## src/rtl/core/assert_macros.svh

```systemverilog
// ----------------------------------------------------------------------------
// assert_macros.svh
// Concurrent assertion shorthands shared by the chroma subsampler RTL.
// ----------------------------------------------------------------------------
`ifndef ASSERT_MACROS_SVH
`define ASSERT_MACROS_SVH

// Same-cycle implication, disabled while reset is high.
`define ASSERT_IMP(name, clk, rst, ante, cons) \
   name: assert property (@(posedge clk) disable iff (rst) (ante) |-> (cons)) \
      else $error("assertion failed: same-cycle implication");

// Next-cycle implication, disabled while reset is high.
`define ASSERT_NXT(name, clk, rst, ante, cons) \
   name: assert property (@(posedge clk) disable iff (rst) (ante) |=> (cons)) \
      else $error("assertion failed: next-cycle implication");

`endif

```

## src/rtl/core/c420w_pkg.sv

```systemverilog
// ----------------------------------------------------------------------------
// c420w_pkg
// Shared constants and types of the weighted 4:4:4 to 4:2:0 chroma subsampler.
// ----------------------------------------------------------------------------
`timescale 1ns / 1ps

package c420w_pkg;

   localparam int C420W_MAX_WIDTH = 4096;

   localparam int DIM_W    = 13;  // plane_width, plane_height and the counters
   localparam int SAMPLE_W = 8;
   localparam int PSUM_W   = 10;  // a + 3*b, at most 1020
   localparam int ACC_W    = 12;  // full weighted sum, at most 4088

   // Register indexes of the configuration port.
   localparam logic REG_PLANE_WIDTH  = 1'b0;
   localparam logic REG_PLANE_HEIGHT = 1'b1;

   typedef struct packed {
      logic [SAMPLE_W-1:0] value;
      logic                frame_end;
   } result_type;

endpackage

```

## src/rtl/core/c420w_out_fifo.sv

```systemverilog
// ----------------------------------------------------------------------------
// c420w_out_fifo
// Two-entry result buffer that decouples the core from receiver stalls.
// ----------------------------------------------------------------------------
`timescale 1ns / 1ps
`include "assert_macros.svh"

module c420w_out_fifo (
   input  logic                     clock,
   input  logic                     reset,
   input  logic                     push,
   input  c420w_pkg::result_type    push_data,
   output logic                     has_room,
   output logic                     out_valid,
   input  logic                     out_ready,
   output c420w_pkg::result_type    out_data
);
   import c420w_pkg::*;

   result_type data_ff [2];
   logic       wr_ptr_ff, wr_ptr_in;
   logic       rd_ptr_ff, rd_ptr_in;
   logic [1:0] count_ff, count_in;
   logic       pop;

   assign has_room  = !count_ff[1];
   assign out_valid = (count_ff != 2'd0);
   assign out_data  = data_ff[rd_ptr_ff];
   assign pop       = out_valid && out_ready;

   always_comb begin
      wr_ptr_in = push ? !wr_ptr_ff : wr_ptr_ff;
      rd_ptr_in = pop  ? !rd_ptr_ff : rd_ptr_ff;
      count_in  = count_ff;
      if (push && !pop) begin
         count_in = count_ff + 2'd1;
      end else if (pop && !push) begin
         count_in = count_ff - 2'd1;
      end
   end

   always_ff @(posedge clock) begin
      if (reset) begin
         wr_ptr_ff <= 1'b0;
         rd_ptr_ff <= 1'b0;
         count_ff  <= 2'd0;
      end else begin
         wr_ptr_ff <= wr_ptr_in;
         rd_ptr_ff <= rd_ptr_in;
         count_ff  <= count_in;
      end
   end

   always_ff @(posedge clock) begin
      if (push) begin
         data_ff[wr_ptr_ff] <= push_data;
      end
   end

   `ASSERT_IMP(a_no_push_when_full, clock, reset, push, !count_ff[1])
   `ASSERT_IMP(a_count_bounded, clock, reset, 1'b1, count_ff != 2'd3)
   `ASSERT_NXT(a_push_grows, clock, reset, push && !pop, count_ff == $past(count_ff) + 2'd1)

endmodule

```

## config.mk

```make
export PLATFORM = sky130hd
export DESIGN_NAME = c420w_out_fifo
export DESIGN_NICKNAME = d
export VERILOG_FILES = /design/src/rtl/core/c420w_pkg.sv /design/src/rtl/core/c420w_out_fifo.sv
export VERILOG_INCLUDE_DIRS = /design/src /design/src/rtl/core
export SDC_FILE = /design/constraint.sdc
export NUM_CORES = 1
export LEC_CHECK = 0
export BUFFER_PORTS_ARGS = -buffer_cell sky130_fd_sc_hd__buf_2
export CAP_MARGIN = 20
export CORE_MARGIN = 2
export CORE_UTILIZATION = 56
export CTS_BUF_LIST = sky130_fd_sc_hd__clkbuf_8
export CTS_CLUSTER_SIZE = 12
export DETAILED_ROUTE_END_ITERATION = 8
export PLACE_DENSITY = 0.85
export SLEW_MARGIN = 0
export SYNTH_ARGS = -nofsm -noshare
export SYNTH_HDL_FRONTEND = slang
export SYNTH_SLANG_ARGS = --single-unit
```

## constraint.sdc

```tcl
create_clock -name clock -period 3.7 [get_ports clock]
set_input_delay 0.185 -clock clock [delete_from_list [all_inputs] [get_ports clock]]
set_output_delay 0.185 -clock clock [all_outputs]
set_load 0.05 [all_outputs]
```

==> run summary, run 1 <==
The flow ran to the end, and the final reports show no timing, DRC or antenna violations. The critical path in this run is classified as reg2out. The final number of hold-violating endpoints is 0. The portion of netlist area occupied by mux cells came out at 11.9%. After technology mapping, the gate count stands at 50.

The proportion of total power due to net switching is 39.1%, and the count of buffers added by post-CTS timing repair for setup is 0. Summing all multi-input logic gate instances after layout gives 204 µm². Leaving out filler cells and counting taps, the final layout contains 92. After synthesis the netlist holds a flip-flop and latch count of 23. For the final weighted congestion in routability-driven placement, the log shows 0.668. The repair_antennas step left the layout with diodes totalling 0.

The final-report max-slew violation count was 0. Across the whole layout, storage elements account for 641 µm². Per report_power, the sequential group accounts for 43.8% of the total. For the post-synth design cell area, the log shows 853 µm². The ratio of cells with drive above 1 in the final layout is 47.4%, and the CTS clock-pin slew for the worst setup and hold paths is 0.08 ns. The synthesized design devotes to its leading area cell type 63.3% of total area. The total nets after synthesis came out at 64.

The part of the total power dissipated in the clock network came out at 18.5%. The post-route DRC violation count is 0, and the measured slew at the worst slew-check pin is 0.818 ns. The run gives 88 as the number of placed cells counting well taps. The post-detailed-route via-to-cell ratio was 5.14.

The internal power of the cells totals 481 µW. For this run, the total global-route usage over all layers was measured as 15.8%. The fraction of power consumed by combinational cells was 37.7%; the worst hold path cell count was 1. In this run the tightest slew margin relative to its limit is 45.4%.

Counting the buffers created by CTS gives 3. The global-route wire length before repair is 2040 µm. In this run the worst path has a maximum fanout of 9.

The post-synthesis compound-gate area fraction was 1.76%. The remaining global-route overflow was 0. Timing would allow up to 0.626 GHz. The worst-case IR drop observed on VDD is 0.000428 V. The die covers 0.00185 mm².

Site row count: 14. TritonCTS built the clock tree. The tools report the element type at the critical path start as a flop. In this run, the number of DRC markers left after iteration 0 of detailed routing was 19. The smallest clock period supported by the final layout is computed as 1.60 ns. Setup repair after global routing left no endpoint under its margin. Setup violations remaining at the end of the flow were counted as 0. The tools report the number of levels the H-tree was split into as 1.

The synthesized netlist devotes 4.11% of its cell area to XOR and XNOR gates. 24 I/O pins were placed. The number of distinct standard cells referenced by the synthesized netlist came out at 15. Data on the critical path is required at its endpoint by 3.51 ns. In this run the remaining antenna-violating nets after routing total 0. The mean post-synth cell area is 17.1 µm², and the fraction of registers with async set/reset is 0%. In the finished design, the share of the clock period the worst path needs comes to 43.2%. The tools report the final sum of negative setup slack as 0 ns. For flop-to-flop paths, the worst setup slack is 2.23 ns. In this run the tool buffered the top-level ports with 23 buffer cells. Max capacitance violation total: 0. After synthesis, the largest family of logic cells by area is multiplexers. The floorplan step set the die width to 43.0 µm.

Measured in cells, the most critical reg-to-reg path has a length of 4. The worst hold path terminates at data_ff[1][2]. Summed over all layers, the routed wires come to 1320 µm. Yosys mapped a number of flops with a built-in enable equal to 18. For the number of global-route vias before repair, the log shows 502.

Ranked by instance count, the synthesized netlist is headed by 18 x edfxtp_1, 9 x mux2_2, 5 x dfxtp_1. The share of synthesized cell area in full adder, half adder and majority cells was 1.47%; the sequential share of the synthesized area was 75.1%. The logs give 309 µW for the net switching power of the design and 91 for the net count of the finished layout. In this run the power density over the cells is 768 mW/mm².

Main flop type after synthesis: edfxtp_1. The static leakage power came out at 0.000408 µW. The run gives 0 as the Yosys warning count. After filler insertion, the fill cell instance count of the layout stands at 107. Across all layers, the routed design uses 473 vias. Summed over all nets, the half-perimeter wirelength after detailed placement is 986 µm.

Launch point of the worst hold path: push_data[2]. The most common cell in the synthesized netlist is edfxtp_1. The synthesized netlist devotes 4.69% of its cell area to simple gates. The worst register-to-register path begins at count_ff[1]. The area growth from synthesis to layout is 20.5%. In the post-synthesis netlist, the biggest area contributors are edfxtp_1 63%, mux2_2 12%, dfxtp_1 12%. The total area inside the core boundary comes to 0.00147 mm².

For this configuration, the core starts out at a cell density of 58.0%. Entering global routing, the biggest net connects 13 pins. edfxtp_1 takes more of the synthesized area than any other cell.

The first TritonRoute pass finished after 5 iterations. The endpoint kind of the worst setup timing path was a primary output. The tools report the setup skew after layout as 0.00243 ns.

Dividing the detail-routed wire length by the instance count gives 14.3 µm. For the initial antenna violation count, the log shows 0. In this run the critical register-to-register path is captured at count_ff[1]. In this run the clock root is driven by a clkbuf_8.

For the worst path arrival time, the log shows 1.41 ns. Gates resized during post-CTS repair numbered 0. The overall die height came out at 43.0 µm.

The run gives 0.26 ns as the clock latency reported for the late side of the worst-skew pair. The run gives 23 as the clock sink count. The clock passes through at most 2 buffers. The worst hold path belongs to the class in2reg. The quantity of hold-fixing buffers added after cts is 0.
[how the worst max path moves through the flow]
stage                      startpoint          end  slack (ns)
after CTS                        flop  out_data[6]        2.07
after detailed placement  count_ff[1]  count_ff[1]        2.23
after global routing             flop  out_data[6]        2.03
after floorplan           count_ff[0]  count_ff[1]        2.31
final                            flop  out_data[6]        2.10
after global placement    count_ff[0]  count_ff[1]        2.28
[power by group through the flow]
stage          logic (µW)  clock network, µW  registers (µW)
2_1_floorplan         258                  0             333
3_3_place_gp          291                  0             349
3_5_place_dp          297                  0             353
4_1_cts               299                149             348
5_1_grt               311                161             352
6_report              298                146             346
[metrics by stage]
stage	hold slack (ns)	worst slack, ns	util, %	power (µW)	cell area, µm²
3_5_place_dp	0.378	2.23	66.8	650	983
2_1_floorplan	0.254	2.31	-	591	853
6_report	0.114	2.10	69.9	790	1030
3_3_place_gp	0.375	2.28	66.8	640	983
4_1_cts	0.111	2.07	69.9	795	1030
5_1_grt	0.106	2.03	69.9	824	1030
[layout make-up]
type                    instances  share of cell area, %
multi-input cells              25                   19.8
flip-flops and latches         23                   62.3
inverters                       1                  0.365
well taps                      16                   1.95
repair buffers                 23                   11.2
clock buffers                   3                   4.01
clock inverters                 1                  0.365
[cell families (layout without fill, tap and decap cells)]
| family | count (synthesis) | in the layout |
|---|---|---|
| and+or+nand+nor | 8 | 8 |
| adders and majority gates | 1 | 1 |
| xor gates and xnor gates | 4 | 4 |
| buffers and inverters | 2 | 28 |
| AOI/OAI and AO/OA | 3 | 3 |
| muxes | 9 | 9 |
| DFF | 23 | 23 |
[layer usage]
metal,track usage [%],share of wire [%],vias to the layer above
met1,15.8,41,224
met4,5.45,1.1,0
li1,-,-,231
met5,0,0,-
met2,30.3,52,16
met3,4.68,5.8,2
[flip-flops by register name (all words and copies together), names as in the netlist, named ones only]
name and flops:
count_ff 2, data_ff 18, rd_ptr_ff 1, wr_ptr_ff 1
[layout by cell type, fill, tap and decap left out, drive strengths merged]
cell     n
buf     23
edfxtp  18
mux2     9
dfxtp    5
nor2     4
xor2     3
clkbuf   3
o21ai    2
inv      2
or2      1
and2     1
nor2b    1
xnor2    1
or3      1
a21oi    1
ha       1
[worst max-delay path, cell delays in order (launching register included)]
cell	delay, ns
dfxtp_1	0.56
mux2_2	0.38
buf_2	0.21
Power figures use the tool's default switching activity.
==> run 2: changes to the inputs <==
--- a/config.mk
+++ b/config.mk
@@ -6,14 +6,15 @@
 export SDC_FILE = /design/constraint.sdc
 export NUM_CORES = 1
 export LEC_CHECK = 0
+export ABC_AREA = 1
 export BUFFER_PORTS_ARGS = -buffer_cell sky130_fd_sc_hd__buf_2
 export CAP_MARGIN = 20
 export CORE_MARGIN = 2
-export CORE_UTILIZATION = 56
+export CORE_UTILIZATION = 53
 export CTS_BUF_LIST = sky130_fd_sc_hd__clkbuf_8
 export CTS_CLUSTER_SIZE = 12
 export DETAILED_ROUTE_END_ITERATION = 8
-export PLACE_DENSITY = 0.85
+export PLACE_DENSITY = 0.8
 export SLEW_MARGIN = 0
 export SYNTH_ARGS = -nofsm -noshare
 export SYNTH_HDL_FRONTEND = slang
==> constraint.sdc (replaced) <==
create_clock -name clock -period 1.6 [get_ports clock]
set_input_delay 0.08 -clock clock [delete_from_list [all_inputs] [get_ports clock]]
set_output_delay 0.08 -clock clock [all_outputs]
set_load 0.05 [all_outputs]
==> run 2 against run 1 <==
Hold slack lost 0.10 ns. Count of clock-buffer cells in the layout is the same. Critical path depth grew 1. Global-route usage shrank 1.1 points. First-iteration DRC count shrank 79%. Flip-flop and latch count is the same. Clock skew shrank 0.0014 ns. Die area grew 12%. Critical path type unchanged.
==> run summary, run 2 <==
For the DRC violation total after the first TritonRoute iteration, the log shows 4 (was 19). The final sum of negative setup slack was 0 ns (unchanged). Area growth from synthesis to layout: 26.6% (was 20.5%).

The overall die height works out to 45.6 µm (was 43.0 µm). The worst min-delay path class is in2reg (unchanged). The endpoint kind of the worst setup timing path was a primary output (unchanged). The run gives 1 (unchanged) as the number of levels the H-tree was split into. The element type at the critical path start is a flop (unchanged). The CTS clock-pin slew for the worst setup and hold paths works out to 0.07 ns (was 0.08 ns). The ratio of final minimum period to clock period was 86.0%.

The remaining antenna violation count is 0 (unchanged), and the static leakage power is 0.000508 µW (was 0.000408 µW). The number of iterations in the first detailed-routing pass is 3 (was 5), and the wire length per cell after detailed routing is 12.3 µm (was 14.3 µm). Critical path required time: 1.52 ns (was 3.51 ns). Largest registers: data_ff (18), count_ff (2) (unchanged). The setup skew after layout is 0.00101 ns (was 0.00243 ns).

The mean post-synth cell area is 14.8 µm² (was 17.1 µm²). Setup repair after global routing left no endpoint under its margin. The final weighted congestion in routability-driven placement is 0.744 (was 0.668), and the shortest clock period the worst path allows after layout is 1.38 ns.

TritonCTS built the clock tree. Cell types occupying the most area after synthesis: edfxtp_1 59%, mux2_4 15%, dfxtp_1 11% (was edfxtp_1 63%, mux2_2 12%, dfxtp_1 12%). The most area-hungry cell type in the Yosys netlist was edfxtp_1 (unchanged). The max capacitance violation total is 0 (unchanged). Top cells by instance count after synthesis: 18 x edfxtp_1, 9 x mux2_4, 7 x inv_1, 7 x nand2_1 (was 18 x edfxtp_1, 9 x mux2_2, 5 x dfxtp_1). Maximum number of pins on one net before global-route repair: 13 (unchanged).

The total nets after synthesis was 76 (was 64); the Yosys warning count was 0 (unchanged). For the quantity of hold-fixing buffers added after cts, the log shows 1 (was 0). The number of distinct standard cells referenced by the synthesized netlist is 15 (unchanged), and the number of setup violations in the final report is 0 (unchanged). The root buffer cell is clkbuf_8 (unchanged).

The ratio of cells with drive above 1 in the final layout was 43.6% (was 47.4%). The run gives 24 (unchanged) as the number of I/O pins. The slowest cell on the critical path was mux2_4 (was dfxtp_1). The effective utilization at floorplan is 54.9% (was 58.0%). The power per cell area is 1250 mW/mm² (was 768 mW/mm²).

The logs give 987 µm (was 986 µm) for the half-perimeter wire length after placement and 23 (unchanged) for the clock sink count. The largest buffer count on any clock path came out at 2 (unchanged). The post-route worst hold slack came out at 0.00990 ns (was 0.114 ns).

The worst path arrival time is 1.30 ns (was 1.41 ns). List of cells traversed by the critical path: buf_4 > mux2_4 > buf_2 (was mux2_2 > buf_2). The kind of critical path was reg2out (unchanged).

The run gives 0 (unchanged) as the final-report max-slew violation count. The run gives 1450 µW (was 790 µW) as the total design power. The most numerous cell in the Yosys netlist is edfxtp_1 (unchanged).

For the total core area, the log shows 0.00167 mm² (was 0.00147 mm²). For the final instance area, the log shows 0.00116 mm² (was 0.00103 mm²). The global-route wire length before repair is 1980 µm (was 2040 µm), and the number of gates resized after CTS is 0 (unchanged). The number of global-route vias before repair was 482 (was 502). The post-synth design cell area was 917 µm² (was 853 µm²); the number of antenna cells inserted was 0 (unchanged). The full die area came out at 0.00208 mm² (was 0.00185 mm²). The wire length after detailed routing is 1360 µm (was 1320 µm). The number of clock buffers inserted by TritonCTS is 3 (unchanged).

Count of buffers added by post-CTS timing repair for setup: 0 (unchanged). The area fraction of the dominant cell type after synthesis was 58.9% (was 63.3%); the chip width was 45.6 µm (was 43.0 µm). The number of instances in the synthesized netlist came out at 62 (was 50). The top fanout value on the critical path was 9 (unchanged).

The main flop type after synthesis was edfxtp_1 (unchanged). The flip-flop and latch count after synthesis is 23 (unchanged). The routed via count was 538 (was 473).

The flow ran to the end, and the final reports show no timing, DRC or antenna violations. The area after detailed placement was 0.00108 mm² (was 983 µm²). The most common cell after layout, fill and taps aside is buf_2 (unchanged).

Highest-count cells in the layout ignoring fill and taps: 23 x buf_2, 18 x edfxtp_1, 9 x mux2_4, 7 x nand2_1, 7 x inv_1 (was 23 x buf_2, 18 x edfxtp_1, 9 x mux2_2, 5 x dfxtp_1, 4 x nor2_1). The delay contributed by the slowest stage of the critical path was 0.32 ns (was 0.56 ns). The measured slew at the worst slew-check pin is 0.400 ns (was 0.818 ns), and the global routing usage summed across all routing layers is 14.7% (was 15.8%). Derived from the worst setup path, the maximum achievable clock frequency is 0.727 GHz.

The run gives 0 (unchanged) as the initial antenna violation count. The tools report the net count of the finished layout as 109 (was 91). The final number of hold-violating endpoints came out at 0 (unchanged).

Fraction of registers with async set/reset: 0% (unchanged). The tools report the maximum vdd ir drop as 0.000759 V (was 0.000428 V). The relative slew slack was 73.3% (was 45.4%); the number of buffer cells added on primary ports was 23 (unchanged).

The post-detailed-route via-to-cell ratio works out to 4.85 (was 5.14). For the sequential share of the synthesized area, the log shows 69.8% (was 75.1%). The run gives 0.25 ns (was 0.26 ns) as the clock latency reported for the late side of the worst-skew pair. The logs give 0 (unchanged) for the remaining global-route overflow and 15 (was 14) for the site row count.

Post-route DRC violation count: 0 (unchanged). The number of enable flip-flop cells after synthesis came out at 18 (unchanged). The flip-flop count of the largest register, all copies and words added works out to 18 (unchanged). Register bank with the most flops: data_ff (unchanged).
[run 2: path summary, 6_finish.rpt]
check                           depth (start not counted)             to          from  slack (ns)
worst min-delay path                                    1  data_ff[0][1]  push_data[1]        0.01
worst max register to register                          9    count_ff[1]   count_ff[1]        0.25
worst max-delay path                                    3    out_data[6]          flop        0.22
worst min register to register                          2           flop     rd_ptr_ff        0.51
[run 2: worst max-delay path: cells and delay by family, from the launching register on]
kind	cells	cell delay, ns
buffers and inverters	2	0.41
DFF	1	0.31
muxes	1	0.32
[run 2: cell families after synthesis]
family	share of synthesized area [%]
adder cells (fa/ha/maj)	1.36
AND/OR/NAND/NOR	7.91
flip-flops	69.9
buffers and inverters	4.50
AO/OA/AOI/OAI	1.64
multiplexers	14.7
[run 2: cell type report]
type | instances | area (µm²)
well taps | 17 | 21.3
clock inverters | 1 | 3.75
flip-flops and latches | 23 | 642
inverters | 8 | 33.8
fillers | 116 | 509
repair buffers | 29 | 170
clock buffers | 3 | 41.3
multi-input cells | 30 | 249
[run 2: where the power goes]
part           internal (µW)  switching [µW]  leakage [µW]
registers                692            18.3      0.000211
clock network            171             165     0.0000269
logic                    139             268      0.000270
[run 2: per-stage QoR]
step	util [%]	setup WS, ns	std cells
finish	69.5	0.224	111
global route	69.5	0.168	111
CTS	67.7	0.210	108
detailed placement	64.4	0.248	103
global placement	64.4	0.312	103
floorplan	-	0.000841	62
[run 2: layer usage]
| metal | vias to the layer above | GRT usage [%] | wire length (µm) |
|---|---|---|---|
| met5 | - | 0 | 0 |
| met1 | 235 | 14.7 | 556 |
| li1 | 282 | - | - |
| met3 | 4 | 3.97 | 62 |
| met4 | 0 | 12.4 | 40 |
| met2 | 17 | 24.8 | 704 |
